[src/rtl/lsp_pkg.sv]
`default_nettype none

package lsp_pkg;

  // Storage depth, in cells
  localparam int DEPTH  = 16;
  localparam int CNT_W  = $clog2(DEPTH + 1);
  localparam int IDX_W  = $clog2(DEPTH);
  localparam int DATA_W = 32;
  localparam int MODE_W = 3;
  localparam int POS_W  = 5;
  localparam int CAP_W  = 5;
  localparam int ST_W   = 2;
  // Compare width wide enough for count, capacity and position alike
  localparam int CMP_W  = (CNT_W > CAP_W) ? CNT_W : CAP_W;

  localparam logic [CAP_W-1:0] CAP_RESET = CAP_W'(16);

  localparam logic [MODE_W-1:0] MODE_PUSH   = 3'd0;
  localparam logic [MODE_W-1:0] MODE_POP    = 3'd1;
  localparam logic [MODE_W-1:0] MODE_PEEK   = 3'd2;
  localparam logic [MODE_W-1:0] MODE_TOP    = 3'd3;
  localparam logic [MODE_W-1:0] MODE_BOTTOM = 3'd4;

  localparam logic [ST_W-1:0] ST_OK        = 2'd0;
  localparam logic [ST_W-1:0] ST_OVERFLOW  = 2'd1;
  localparam logic [ST_W-1:0] ST_UNDERFLOW = 2'd2;
  localparam logic [ST_W-1:0] ST_BADPOS    = 2'd3;

  // Shift command broadcast to every cell
  typedef struct packed {
    logic push;
    logic pop;
  } shift_ctl_t;

  typedef struct packed {
    logic signed [DATA_W-1:0] data;
    logic [ST_W-1:0]          status;
    logic                     is_empty;
    logic                     is_full;
  } result_t;

endpackage

`default_nettype wire

[src/rtl/lsp_cell.sv]
`default_nettype none

module lsp_cell
  import lsp_pkg::*;
(
  input  wire logic                     clk,
  input  wire shift_ctl_t               ctl,
  input  wire logic signed [DATA_W-1:0] from_above,
  input  wire logic signed [DATA_W-1:0] from_below,
  output logic signed [DATA_W-1:0]      q
);

  logic signed [DATA_W-1:0] word_r;
  logic signed [DATA_W-1:0] word_nxt;

  // push: take the neighbor nearer the top; pop: take the one below
  always_comb begin
    word_nxt = word_r;
    if (ctl.push) begin
      word_nxt = from_above;
    end else if (ctl.pop) begin
      word_nxt = from_below;
    end
  end

  always_ff @(posedge clk) begin
    word_r <= word_nxt;
  end

  assign q = word_r;

endmodule

`default_nettype wire

[src/rtl/lsp_ctrl.sv]
`default_nettype none

module lsp_ctrl
  import lsp_pkg::*;
(
  input  wire logic                     clk,
  input  wire logic                     rst_n,
  input  wire logic                     fire,
  input  wire logic [MODE_W-1:0]        mode,
  input  wire logic [POS_W-1:0]         position,
  input  wire logic [CAP_W-1:0]         cap,
  input  wire logic signed [DATA_W-1:0] top_word,
  input  wire logic signed [DATA_W-1:0] sel_word,
  output shift_ctl_t                    ctl,
  output logic [IDX_W-1:0]              rd_idx,
  output result_t                       res
);

  logic [CNT_W-1:0] count_r;
  logic [CNT_W-1:0] count_nxt;
  logic [CNT_W-1:0] count_upd;
  logic [CMP_W-1:0] cnt_ext;
  logic [CMP_W-1:0] cap_ext;
  logic [CMP_W-1:0] eff_cap;
  logic [CMP_W-1:0] pos_ext;
  logic [CMP_W-1:0] peek_off;
  logic [CMP_W-1:0] bot_off;
  logic             empty;
  logic             full;
  shift_ctl_t       op;

  assign cnt_ext  = CMP_W'(count_r);
  assign cap_ext  = CMP_W'(cap);
  assign pos_ext  = CMP_W'(position);
  assign peek_off = pos_ext - CMP_W'(1);
  assign bot_off  = cnt_ext - CMP_W'(1);

  // capacity clamped to 1..DEPTH
  always_comb begin
    eff_cap = cap_ext;
    if (cap_ext == '0) begin
      eff_cap = CMP_W'(1);
    end else if (cap_ext > CMP_W'(DEPTH)) begin
      eff_cap = CMP_W'(DEPTH);
    end
  end

  assign empty = (count_r == '0);
  assign full  = (cnt_ext >= eff_cap);

  always_comb begin
    op         = '0;
    count_upd  = count_r;
    rd_idx     = peek_off[IDX_W-1:0];
    res.data   = '0;
    res.status = ST_OK;
    unique case (mode)
      MODE_PUSH: begin
        if (full) begin
          res.status = ST_OVERFLOW;
        end else begin
          op.push   = 1'b1;
          count_upd = count_r + CNT_W'(1);
        end
      end
      MODE_POP: begin
        if (empty) begin
          res.status = ST_UNDERFLOW;
          res.data   = '1;
        end else begin
          op.pop    = 1'b1;
          count_upd = count_r - CNT_W'(1);
          res.data  = top_word;
        end
      end
      MODE_PEEK: begin
        if (position == '0 || pos_ext > cnt_ext) begin
          res.status = ST_BADPOS;
          res.data   = '1;
        end else begin
          res.data = sel_word;
        end
      end
      MODE_TOP: begin
        if (empty) begin
          res.status = ST_UNDERFLOW;
          res.data   = '1;
        end else begin
          res.data = top_word;
        end
      end
      MODE_BOTTOM: begin
        rd_idx = bot_off[IDX_W-1:0];
        if (empty) begin
          res.status = ST_UNDERFLOW;
          res.data   = '1;
        end else begin
          res.data = sel_word;
        end
      end
      default: begin
      end
    endcase
    // flags as they stand after the request
    res.is_empty = (count_upd == '0);
    res.is_full  = (CMP_W'(count_upd) >= eff_cap);
  end

  assign ctl       = fire ? op : '0;
  assign count_nxt = fire ? count_upd : count_r;

  always_ff @(posedge clk) begin
    if (!rst_n) begin
      count_r <= '0;
    end else begin
      count_r <= count_nxt;
    end
  end

endmodule

`default_nettype wire

[src/rtl/lifo_stack_with_peek.sv]
`default_nettype none

// LIFO stack of signed 32-bit words, DEPTH cells (16 by default), with the
// fill limit set by the capacity register (clamped to 1..DEPTH, reset 16;
// write it only while no request is outstanding). Requests are push, pop,
// peek by position from the top (1 = top), read top and read bottom; each
// returns one result with data, status (ok, overflow, underflow, invalid
// position) and the empty/full flags after the request. A push onto a full
// stack is dropped; failed pop, peek, top or bottom reads give -1. The words
// live in a row of cells with the top in cell 0: a push shifts every cell one
// place down and a pop one place up, so the top is always at a fixed spot and
// a peek or bottom read is a single index into the row. The block takes one
// request per cycle while in_stall is low; each result is registered in an
// output register backed by one skid register, so a request is still taken
// while one result waits. in_stall rises only when both are full.
module lifo_stack_with_peek
  import lsp_pkg::*;
(
  input  wire logic                     clk,
  input  wire logic                     rst_n,
  // configuration
  input  wire logic                     cfg_we,
  input  wire logic [CAP_W-1:0]         cfg_wdata,
  // request channel
  input  wire logic                     in_valid,
  output logic                          in_stall,
  input  wire logic [MODE_W-1:0]        in_mode,
  input  wire logic signed [DATA_W-1:0] in_value,
  input  wire logic [POS_W-1:0]         in_position,
  // result channel
  output logic                          out_valid,
  input  wire logic                     out_stall,
  output logic signed [DATA_W-1:0]      out_data,
  output logic [ST_W-1:0]               out_status,
  output logic                          out_is_empty,
  output logic                          out_is_full
);

  logic [CAP_W-1:0]         cap_r;
  logic signed [DATA_W-1:0] cell_q [DEPTH];
  logic signed [DATA_W-1:0] sel_word;
  logic [IDX_W-1:0]         rd_idx;
  shift_ctl_t               ctl;
  result_t                  res;
  logic                     in_fire;
  logic                     out_take;

  result_t out_r;
  result_t out_nxt;
  result_t skid_r;
  result_t skid_nxt;
  logic    out_valid_r;
  logic    out_valid_nxt;
  logic    skid_valid_r;
  logic    skid_valid_nxt;

  // capacity register
  always_ff @(posedge clk) begin
    if (!rst_n) begin
      cap_r <= CAP_RESET;
    end else if (cfg_we) begin
      cap_r <= cfg_wdata;
    end
  end

  assign in_stall = skid_valid_r;
  assign in_fire  = in_valid & ~skid_valid_r;
  assign out_take = out_valid_r & ~out_stall;

  // row of storage cells, top at index 0
  for (genvar i = 0; i < DEPTH; i++) begin : g_cell
    logic signed [DATA_W-1:0] above;
    logic signed [DATA_W-1:0] below;
    if (i == 0) begin : g_head
      assign above = in_value;
    end else begin : g_mid
      assign above = cell_q[i-1];
    end
    if (i == DEPTH - 1) begin : g_tail
      assign below = '0;
    end else begin : g_body
      assign below = cell_q[i+1];
    end
    lsp_cell u_cell (
      .clk        (clk),
      .ctl        (ctl),
      .from_above (above),
      .from_below (below),
      .q          (cell_q[i])
    );
  end

  // peek / bottom word: one indexed read of the row
  assign sel_word = cell_q[rd_idx];

  lsp_ctrl u_ctrl (
    .clk      (clk),
    .rst_n    (rst_n),
    .fire     (in_fire),
    .mode     (in_mode),
    .position (in_position),
    .cap      (cap_r),
    .top_word (cell_q[0]),
    .sel_word (sel_word),
    .ctl      (ctl),
    .rd_idx   (rd_idx),
    .res      (res)
  );

  // output register plus skid register; skid only fills when out is stuck
  always_comb begin
    out_nxt        = out_r;
    skid_nxt       = skid_r;
    out_valid_nxt  = out_valid_r;
    skid_valid_nxt = skid_valid_r;
    if (skid_valid_r) begin
      if (out_take) begin
        out_nxt        = skid_r;
        skid_valid_nxt = 1'b0;
      end
    end else if (in_fire) begin
      if (!out_valid_r || out_take) begin
        out_nxt       = res;
        out_valid_nxt = 1'b1;
      end else begin
        skid_nxt       = res;
        skid_valid_nxt = 1'b1;
      end
    end else if (out_take) begin
      out_valid_nxt = 1'b0;
    end
  end

  always_ff @(posedge clk) begin
    out_r  <= out_nxt;
    skid_r <= skid_nxt;
    if (!rst_n) begin
      out_valid_r  <= 1'b0;
      skid_valid_r <= 1'b0;
    end else begin
      out_valid_r  <= out_valid_nxt;
      skid_valid_r <= skid_valid_nxt;
    end
  end

  assign out_valid    = out_valid_r;
  assign out_data     = out_r.data;
  assign out_status   = out_r.status;
  assign out_is_empty = out_r.is_empty;
  assign out_is_full  = out_r.is_full;

  // skid holds a result only behind a waiting output
  a_skid_behind_out: assert property (@(posedge clk) disable iff (!rst_n)
    skid_valid_r |-> out_valid_r)
    else $error("skid register full while output register empty");

  // a dropped push leaves the stack full
  a_ovf_full: assert property (@(posedge clk) disable iff (!rst_n)
    (out_valid_r && out_r.status == ST_OVERFLOW) |-> out_r.is_full)
    else $error("overflow reported on a stack that is not full");

  // underflow only happens on an empty stack
  a_udf_empty: assert property (@(posedge clk) disable iff (!rst_n)
    (out_valid_r && out_r.status == ST_UNDERFLOW) |-> out_r.is_empty)
    else $error("underflow reported on a stack that is not empty");

  // capacity is at least one, so empty and full never coincide
  a_not_both: assert property (@(posedge clk) disable iff (!rst_n)
    out_valid_r |-> !(out_r.is_empty && out_r.is_full))
    else $error("result flagged both empty and full");

endmodule

`default_nettype wire
[config.mk]
export PLATFORM = sky130hd
export DESIGN_NAME = lifo_stack_with_peek
export DESIGN_NICKNAME = d
export VERILOG_FILES = /design/src/rtl/lsp_pkg.sv /design/src/rtl/lsp_cell.sv /design/src/rtl/lsp_ctrl.sv /design/src/rtl/lifo_stack_with_peek.sv
export SDC_FILE = /design/constraint.sdc
export NUM_CORES = 1
export LEC_CHECK = 0
export ABC_AREA = 1
export BUFFER_PORTS_ARGS = -buffer_cell sky130_fd_sc_hd__buf_2
export CAP_MARGIN = 20
export CORE_MARGIN = 3
export CORE_UTILIZATION = 30
export DETAILED_ROUTE_END_ITERATION = 6
export PLACE_DENSITY = 0.49
export SLEW_MARGIN = 40
export SYNTH_ARGS = -nofsm -noshare
export SYNTH_HDL_FRONTEND = slang
export SYNTH_HIERARCHICAL = 1
export SYNTH_SLANG_ARGS = --single-unit
[constraint.sdc]
create_clock -name clk -period 6.7 [get_ports clk]
set_input_delay 0.335 -clock clk [delete_from_list [all_inputs] [get_ports clk]]
set_output_delay 0.335 -clock clk [all_outputs]
set_load 0.03 [all_outputs]
==> impl_metrics.yaml, run 1 <==
placement:
  routabilityCongestion: 0.800
  place_ws_ns: 2.78
  place_hpwl_um: 64000
  placement.io_buffers: 87
  place.detailed.instances: 5684
synthesis:
  post_synthesis_instance_area_um2: 33700
  synthFlopType: "sky130_fd_sc_hd__edfxtp_1"
  ys_top_cells_by_count: "2368 x sky130_fd_sc_hd__nand2_1, 584 x sky130_fd_sc_hd__edfxtp_1, 429 x sky130_fd_sc_hd__nand3_1"
  multiplexer_share_of_the_synthesized_area: 0
  synth_most_common_cell: "sky130_fd_sc_hd__nand2_1"
  synth_enable_flop_cells: 584
  yosys.area_share.adder: 0.00669
  syn-mean-instance-area_um2: 7.84
  synthesis.yosys.warnings: 6
  most_area_hungry_cell_type_in_the_yosys_netlist: "sky130_fd_sc_hd__edfxtp_1"
  synth_seq_area_share: 0.528
  synth_compound_area_frac: 0.0190
  synth-async-reset-ratio: 0
  synth_xor_area_frac: 0.00104
  netlist.area_leader.share: 0.521
  syn_inst: 4295
  yosys.cell_types.count: 36
  synth-seq-cells: 596
  synth_top_cells_by_area: "sky130_fd_sc_hd__edfxtp_1 52%, sky130_fd_sc_hd__nand2_1 26%, sky130_fd_sc_hd__nand3_1 6.4%, sky130_fd_sc_hd__inv_1 4.7%, sky130_fd_sc_hd__buf_6 2.7%"
  main_combinational_cell_family_by_area_after_synthesis: "simple AND/OR/NAND/NOR gates"
  synth-simple-area-share: 0.338
layout:
  post_route_cells_drive_above_1_share: 0.0638
  total_area_of_multi_input_combinational_cells_um2: 12500
  final-seq-area_um2: 17800
  syn2layout_area_growth_pct: 10.1
  number_of_inserted_filler_cells_in_the_final_layout: 11900
  stdcell_count: 5831
  nets: 4357
  number_of_diodes_added_for_antenna_fixing: 0
timing:
  maxClockFrequency_mhz: 270
  report.final.setup_viol: 0
  fin_setup_tns_ns: 0
  final_min_period_over_clock_period: 0.552
  slew_violations: 0
  rsz_0062_raised_after_global_routing: "no"
  final_critical_path_setup_slack_ns: 3.00
  worst_slew_pin_slew_ns: 0.903
  timing.final.hold_violations: 0
  clock-skew-final_ns: 0.0188
  period_needed_ns: 3.70
  timing.max_slew.rel_slack: 0.398
power:
  leakagePower_nw: 17.4
  power.density_nw_per_um2: 260
  worst_ir_drop_vdd_mv: 0.169
  power_w: 0.00964
route:
  wl_per_cell_um: 17.4
  met1_length_um: 46300
  dr_total_vias: 27400
  ant_nets: 0
  routed-wl-met2_um: 48800
  drc: 0
  drtIter0Drc: 1974
  met3_length_um: 4000
  highest-signal-layer: "met4"
  detailedRoute.firstPassIterationCount: 5
  drt_wl_total_um: 101000
  drt-vias-per-instance: 4.70
grt:
  initial_antenna_violation_count: 0
  vias_in_the_first_global_route: 27600
  globalRoute.totalOverflow: 0
  grt_pass1_wl_um: 159000
  grt_max_degree: 178
  gr-usage-all-layers: 0.171
die:
  dieArea_um2: 116000
  floorplan.io_pins: 88
  die_x_um: 341
  core_region_area_um2: 111000
  die_h_um: 341
  core.rowCount: 122
  start_util: 0.303
worst_hold_path:
  timing.hold.worst.start: "in_value[17]"
  worst_hold_path_type: "input pin to register"
worst_setup_path:
  crit_fanout: 33
  critical_path.endpoint_type: "register"
  setup.worst_path.class: "register to register"
  worst_r2r_startpoint: "u_ctrl/cnt_ext[0]$_SDFFE_PN0P_"
  cp_data_arrival_time_ns: 4.07
  startpoint_type: "register"
  critical_path.startpoint: "u_ctrl/cnt_ext[0]$_SDFFE_PN0P_"
  cp_data_required_time_ns: 7.07
clock_network:
  post_cts_resize_count: 0
  clk_pin_slew_ns: 0.06
  root_buffer: "sky130_fd_sc_hd__clkbuf_16"
  cts_hold_buffers: 17
  postCtsSetupBuffers: 0
  clock-sinks: 596
  clock_latency_ns: 0.62
  maximum_buffer_depth_of_the_clock_tree: 3
  cts_buffers: 71
  tritoncts: "built"
  cts-htree-levels: 3
run_status:
  run_status: "finished clean"
flow_run:
  timing.max_cap.violations: 0
[cell usage in the layout, fill, tap and decap left out, drive strengths merged]
master and instances:
dfxtp 12, clkbuf 94, nor3 1, clkinvlp 2, nor4 1, inv 448
dlygate4sd3 17, o21ai 109, nand3b 1, o21bai 1, xor2 3, a21oi 11
or2 17, nand4 5, nand3 432, o21a 1, ha 18, xnor2 1
nand2 2373, conb 32, nor2 29, edfxtp 584, bufinv 4, buf 117
clkinv 27, o211ai 1, a21boi 2
[where the power goes]
| group | total (W) | internal, W | switching (W) |
|---|---|---|---|
| Combinational | 0.00140 | 0.000382 | 0.00102 |
| Sequential | 0.00446 | 0.00433 | 0.000129 |
| Clock | 0.00379 | 0.00218 | 0.00161 |
[cell families after synthesis]
logic type                 Yosys count
other                                1
adders and majority gates           18
AOI/OAI and AO/OA                  125
and+or+nand+nor                   2859
xor gates and xnor gates             4
buffers and inverters              692
DFF                                596
[registers in the layout (all words and copies together) (netlist names)]
signal	count
out_status	2
out_data	32
out_is_full	1
u_ctrl/cnt_ext	5
out_valid	1
cap_r	5
in_stall	1
g_cell.u_cell/q	512
skid_r	36
out_is_empty	1
[worst paths after layout]
check | slack, ns | cells past startpoint | to
setup / recovery | 3.00 | 13 | out_data[10]$_DFFE_PP_
hold / removal | 0.03 | 3 | g_cell[0].u_cell/q[17]$_DFFE_PP_
setup reg to reg | 3.00 | 13 | out_data[10]$_DFFE_PP_
hold reg to reg | 0.51 | 2 | out_data[24]$_DFFE_PP_
[layout make-up]
class	instances	area share
Sequential cell	596	0.479
Multi-Input combinational cell	3038	0.337
Clock buffer	93	0.0518
Tap cell	1488	0.0502
Inverter	447	0.0468
Timing Repair Buffer	135	0.0266
Clock inverter	34	0.00779
[worst max-delay path: stages, from the launching register on]
cell and delay, ns:
sky130_fd_sc_hd__dfxtp_1 0.46, sky130_fd_sc_hd__inv_1 0.23, sky130_fd_sc_hd__ha_1 0.31, sky130_fd_sc_hd__xnor2_1 0.33, sky130_fd_sc_hd__o21ai_4 0.13, sky130_fd_sc_hd__clkinv_2 0.48
sky130_fd_sc_hd__buf_4 0.54, sky130_fd_sc_hd__nand3_1 0.14, sky130_fd_sc_hd__nand3_1 0.10, sky130_fd_sc_hd__nand2_1 0.11, sky130_fd_sc_hd__o21ai_0 0.11, sky130_fd_sc_hd__nand4_1 0.26
sky130_fd_sc_hd__nand2_1 0.15, sky130_fd_sc_hd__nand2_1 0.06
[metal layers]
layer,GRT usage,vias up
met4,0.0432,0
met5,0,-
li1,-,13400
met2,0.290,491
met3,0.0239,129
met1,0.231,13400
[stage by stage]
stage	hold WS [ns]	utilization	cell area [um^2]
2_1_floorplan	0.419	-	33800
3_3_place_gp	0.502	0.311	34500
3_5_place_dp	0.503	0.312	34600
4_1_cts	0.000557	0.333	37000
5_1_grt	0.0141	0.334	37100
6_report	0.0304	0.334	37100
No activity file was read; power rests on OpenSTA's default activity.
==> run 2: changes to the inputs <==
- PLACE_DENSITY: 0.49 -> 0.51
- clock period: 6.7 -> 3.4 ns (I/O delays scaled with it)
==> impl_metrics.yaml, run 2 (synthesized netlist as in run 1, its figures left out) <==
worst_setup_path:
  crit_path_max_delay_cell_type: "sky130_fd_sc_hd__dfxtp_1"
  critical_path.max_stage_delay_ns: 0.32
  setup.worst_path.class: "register to register"
  crit_fanout: 2
  cp_data_required_time_ns: 3.78
  r2r_setup_slack_ns: 0.34
  startpoint_type: "register"
  crit_family: "simple AND/OR/NAND/NOR gates"
  critical-path-top-cell-by-count: "sky130_fd_sc_hd__nand2_1"
  critical_path.endpoint_type: "register"
  cp_data_arrival_time_ns: 3.44
  cp_num_buf_inv: 3
  cp_cell_sequence: "nor4_1, nor2_1, nor2_2, ha_1, inv_1, nand2_1, nand2_1, buf_4, nand3_2, nand2_1, nand3_1, nand2_2, ha_1, inv_1, a21boi_0, o21ai_1, nand2_1, o21ai_0, o21bai_1, nand2_1, nand2_1, nand2_1"
timing:
  final_critical_path_setup_slack_ns: 0.343
  report.final.setup_viol: 0
  final_min_period_over_clock_period: 0.899
  worst_slew_pin_slew_ns: 0.756
  rsz_0062_raised_after_global_routing: "no"
  fin_setup_tns_ns: 0
  period_needed_ns: 3.06
  slew_violations: 0
  maxClockFrequency_mhz: 327
  timing.final.hold_violations: 0
  clock-skew-final_ns: 0.0249
  timing.max_slew.rel_slack: 0.491
route:
  drt_wl_total_um: 101000
  drtIter0Drc: 2114
  wl_per_cell_um: 16.9
  ant_nets: 0
  dr_total_vias: 28000
  drt-vias-per-instance: 4.69
  drc: 0
  detailedRoute.firstPassIterationCount: 5
grt:
  gr-usage-all-layers: 0.170
  globalRoute.totalOverflow: 0
  grt_pass1_wl_um: 158000
  initial_antenna_violation_count: 1
  grt_max_degree: 96
  vias_in_the_first_global_route: 27500
placement:
  routabilityCongestion: 0.829
  place_hpwl_um: 68400
  place_ws_ns: 0.297
  placement.io_buffers: 87
die:
  start_util: 0.303
  core_region_area_um2: 111000
  die_h_um: 341
  dieArea_um2: 116000
  floorplan.io_pins: 88
  core.rowCount: 122
  die_x_um: 341
flow_run:
  timing.max_cap.violations: 0
power:
  worst_ir_drop_vdd_mv: 0.324
  power.density_nw_per_um2: 492
  leakagePower_nw: 18.1
  power_w: 0.0189
clock_network:
  cts_buffers: 70
  tritoncts: "built"
  clock_latency_ns: 0.63
  clk_pin_slew_ns: 0.06
  clock-sinks: 596
  root_buffer: "sky130_fd_sc_hd__clkbuf_16"
  cts-htree-levels: 3
  maximum_buffer_depth_of_the_clock_tree: 3
layout:
  number_of_inserted_filler_cells_in_the_final_layout: 11800
  post_route_cells_drive_above_1_share: 0.0840
  layout.cells.most_common: "sky130_fd_sc_hd__nand2_1"
  mostFrequentLayoutCells: "2368 x sky130_fd_sc_hd__nand2_1, 584 x sky130_fd_sc_hd__edfxtp_1, 428 x sky130_fd_sc_hd__nand3_1"
  number_of_diodes_added_for_antenna_fixing: 0
  max_reg_flops: 512
  nets: 4496
  syn2layout_area_growth_pct: 14.1
worst_hold_path:
  worst_hold_path_type: "input pin to register"
run_status:
  run_status: "finished clean"
## run 2: worst min-delay path, stage by stage
cell and delay (ns):
sky130_fd_sc_hd__buf_2 0.10, sky130_fd_sc_hd__inv_1 0.11, sky130_fd_sc_hd__nand2_4 0.08, sky130_fd_sc_hd__nand2_2 0.08, sky130_fd_sc_hd__o21ai_0 0.10, sky130_fd_sc_hd__a21oi_1 0.13
## run 2: path summary, 6_finish.rpt
path / from / end / cells past startpoint
setup / recovery: cap_r[2]$_SDFFE_PN0P_ / out_is_full$_DFFE_PP_ / 22
hold / removal: in_mode[1] / u_ctrl/cnt_ext[4]$_SDFFE_PN0P_ / 6
setup reg to reg: cap_r[2]$_SDFFE_PN0P_ / out_is_full$_DFFE_PP_ / 22
hold reg to reg: skid_r[21]$_DFFE_PP_ / out_data[17]$_DFFE_PP_ / 2
## run 2: metrics by stage
step / hold slack [ns] / instance area [um^2] / utilization / cells
5_1_grt: 0.250 / 38400 / 0.346 / 5966
3_5_place_dp: 0.384 / 35800 / 0.323 / 5793
2_1_floorplan: 0.254 / 33800 / - / 4326
4_1_cts: 0.151 / 38400 / 0.346 / 5966
6_report: 0.188 / 38400 / 0.346 / 5966
3_3_place_gp: 0.380 / 35800 / 0.323 / 5790
## run 2: report_power, final
group	internal (W)	switching, W	total (W)
logic	0.000971	0.00211	0.00308
clock network	0.00395	0.00315	0.00710
registers	0.00852	0.000222	0.00874
total	0.0134	0.00548	0.0189
## run 2: final cells by class
class / instances / area (um^2) / area share
clock buffer: 88 / 1900 / 0.0496
clock inverter: 34 / 161 / 0.00420
inverter: 447 / 1730 / 0.0450
multi-input combinational: 3038 / 12500 / 0.325
sequential: 596 / 17800 / 0.463
tap: 1488 / 1860 / 0.0484
timing repair buffer: 275 / 2510 / 0.0653
## run 2: routing by layer
layer | share of wire | vias to the layer above | global-route usage
met5 | 0 | - | 0
met4 | 0.019 | 0 | 0.0376
met3 | 0.041 | 118 | 0.0233
met2 | 0.48 | 516 | 0.284
met1 | 0.47 | 13600 | 0.234
li1 | - | 13700 | -
## run 2: what timing repair did
action                     in CTS  in global routing
gates resized for setup         0                  3
buffers inserted                0                  0
setup endpoints to repair       0                  1
hold endpoints to repair       43                  0
hold buffers                   51                  0
==> run 3: changes to the inputs <==
- CTS_BUF_LIST: not set -> sky130_fd_sc_hd__clkbuf_4 sky130_fd_sc_hd__clkbuf_8
==> impl_metrics.yaml, run 3 (synthesized netlist as in run 1, its figures left out) <==
run_status:
  run_status: "finished clean"
timing:
  maxClockFrequency_mhz: 329
  timing.final.hold_violations: 0
  slew_violations: 0
  fin_setup_tns_ns: 0
  rsz_0062_raised_after_global_routing: "no"
  period_needed_ns: 3.04
  final_min_period_over_clock_period: 0.894
  worst_slew_pin_slew_ns: 0.718
  timing.max_slew.rel_slack: 0.520
  report.final.setup_viol: 0
  clock-skew-final_ns: 0.0464
grt:
  grt_pass1_wl_um: 159000
  gr-usage-all-layers: 0.170
  grt_max_degree: 96
  initial_antenna_violation_count: 1
  vias_in_the_first_global_route: 27800
  globalRoute.totalOverflow: 0
layout:
  number_of_inserted_filler_cells_in_the_final_layout: 11900
  nets: 4533
  finish.instance_area_um2: 38400
  syn2layout_area_growth_pct: 14.0
  layout.cells.most_common: "sky130_fd_sc_hd__nand2_1"
  max_reg_flops: 512
  post_route_cells_drive_above_1_share: 0.0991
  final-seq-area_um2: 17800
  total_area_of_multi_input_combinational_cells_um2: 12500
  mostFrequentLayoutCells: "2368 x sky130_fd_sc_hd__nand2_1, 584 x sky130_fd_sc_hd__edfxtp_1, 428 x sky130_fd_sc_hd__nand3_1"
power:
  power_w: 0.0184
  worst_ir_drop_vdd_mv: 0.261
  leakagePower_nw: 18.2
  power.density_nw_per_um2: 478
worst_setup_path:
  cp_data_required_time_ns: 3.91
  rr_endpoint: "out_is_full$_DFFE_PP_"
  startpoint_type: "register"
  setup.worst_path.class: "register to register"
  worst_r2r_startpoint: "cap_r[2]$_SDFFE_PN0P_"
  cp_data_arrival_time_ns: 3.55
  worst-r2r-cell-count: 22
  crit_fanout: 2
  r2r_setup_slack_ns: 0.36
  critical_path.endpoint_type: "register"
clock_network:
  clock-sinks: 596
  tritoncts: "built"
  clk_pin_slew_ns: 0.07
  cts_buffers: 106
  root_buffer: "sky130_fd_sc_hd__clkbuf_8"
  clock_latency_ns: 0.75
  maximum_buffer_depth_of_the_clock_tree: 3
  cts-htree-levels: 3
placement:
  place_hpwl_um: 68400
  routabilityCongestion: 0.829
  placedInstanceArea_um2: 35800
  placement.io_buffers: 87
route:
  met1_length_um: 46700
  wl_per_cell_um: 16.7
  highest-signal-layer: "met4"
  drt_wl_total_um: 101000
  drc: 0
  ant_nets: 0
  drtIter0Drc: 2137
  met3_length_um: 4380
  routed-wl-met2_um: 47900
  dr_total_vias: 28200
  drt-vias-per-instance: 4.67
  detailedRoute.firstPassIterationCount: 5
die:
  die_x_um: 341
  die_h_um: 341
  start_util: 0.303
  dieArea_um2: 116000
  core.rowCount: 122
  core_region_area_um2: 111000
  floorplan.io_pins: 88
flow_run:
  timing.max_cap.violations: 0
worst_hold_path:
  timing.hold.worst.start: "in_mode[2]"
  hold_end: "u_ctrl/cnt_ext[2]$_SDFFE_PN0P_"
  holdPathStages: 9
  worst_hold_path_type: "input pin to register"
[run 3: per-layer routing]
layer,GRT usage,up-vias
met2,0.285,593
met4,0.0438,0
met1,0.233,13700
li1,-,13800
met3,0.0225,133
met5,0,-
[run 3: cell type report]
class / instances / area share
antenna: 1 / 0.0000652
clock buffer: 145 / 0.0456
clock inverter: 50 / 0.00642
inverter: 447 / 0.0450
multi-input combinational: 3038 / 0.325
sequential: 596 / 0.463
tap: 1488 / 0.0485
timing repair buffer: 276 / 0.0657
[run 3: report_power, final]
group	switching [W]	total [W]	internal, W	leakage (nW)
Clock	0.00319	0.00652	0.00334	1.05
Combinational	0.00211	0.00308	0.000972	11.7
Sequential	0.000224	0.00875	0.00852	5.46
Total	0.00552	0.0184	0.0128	18.2
[run 3: how the worst max path moves through the flow]
stage / slack, ns / from / cells after the start / to
detailed placement: 0.30 / cap_r[2]$_SDFFE_PN0P_ / 19 / out_is_full$_DFFE_PP_
global route: 0.02 / cap_r[2]$_SDFFE_PN0P_ / 22 / out_is_full$_DFFE_PP_
CTS: 0.29 / cap_r[2]$_SDFFE_PN0P_ / 19 / out_is_full$_DFFE_PP_
global placement: 0.16 / cap_r[2]$_SDFFE_PN0P_ / 19 / out_is_full$_DFFE_PP_
floorplan: 0.35 / cap_r[2]$_SDFFE_PN0P_ / 11 / g_cell[0].u_cell/q[0]$_DFFE_PP_
finish: 0.36 / cap_r[2]$_SDFFE_PN0P_ / 22 / out_is_full$_DFFE_PP_
[run 3: metrics by stage]
step | cells | hold slack (ns) | worst slack, ns | util
after floorplan | 4326 | 0.254 | 0.353 | -
after detailed placement | 5793 | 0.384 | 0.297 | 0.323
after global routing | 6041 | 0.153 | 0.0247 | 0.346
final | 6041 | 0.142 | 0.361 | 0.346
after global placement | 5790 | 0.380 | 0.160 | 0.323
after CTS | 6040 | 0.0482 | 0.289 | 0.346
[run 3: worst max-delay path, stage by stage (launching register included)]
cell and delay (ns):
sky130_fd_sc_hd__dfxtp_1 0.33, sky130_fd_sc_hd__nor4_2 0.29, sky130_fd_sc_hd__nor2_1 0.10, sky130_fd_sc_hd__nor2_2 0.13, sky130_fd_sc_hd__ha_1 0.25, sky130_fd_sc_hd__inv_1 0.06
sky130_fd_sc_hd__nand2_1 0.04, sky130_fd_sc_hd__nand2_1 0.09, sky130_fd_sc_hd__buf_4 0.12, sky130_fd_sc_hd__nand3_2 0.06, sky130_fd_sc_hd__nand2_1 0.10, sky130_fd_sc_hd__nand3_1 0.09
sky130_fd_sc_hd__nand2_2 0.08, sky130_fd_sc_hd__ha_1 0.23, sky130_fd_sc_hd__inv_1 0.05, sky130_fd_sc_hd__a21boi_0 0.09, sky130_fd_sc_hd__o21ai_1 0.16, sky130_fd_sc_hd__nand2_1 0.06
sky130_fd_sc_hd__o21ai_0 0.13, sky130_fd_sc_hd__o21bai_1 0.13, sky130_fd_sc_hd__nand2_1 0.10, sky130_fd_sc_hd__nand2_1 0.07, sky130_fd_sc_hd__nand2_1 0.05
[run 3: timing repair]
item	in CTS	in global routing
endpoints found under the setup margin	0	1
endpoints found under the hold margin	59	0
resized for setup	0	4
hold buffers	52	0
setup buffers	0	0
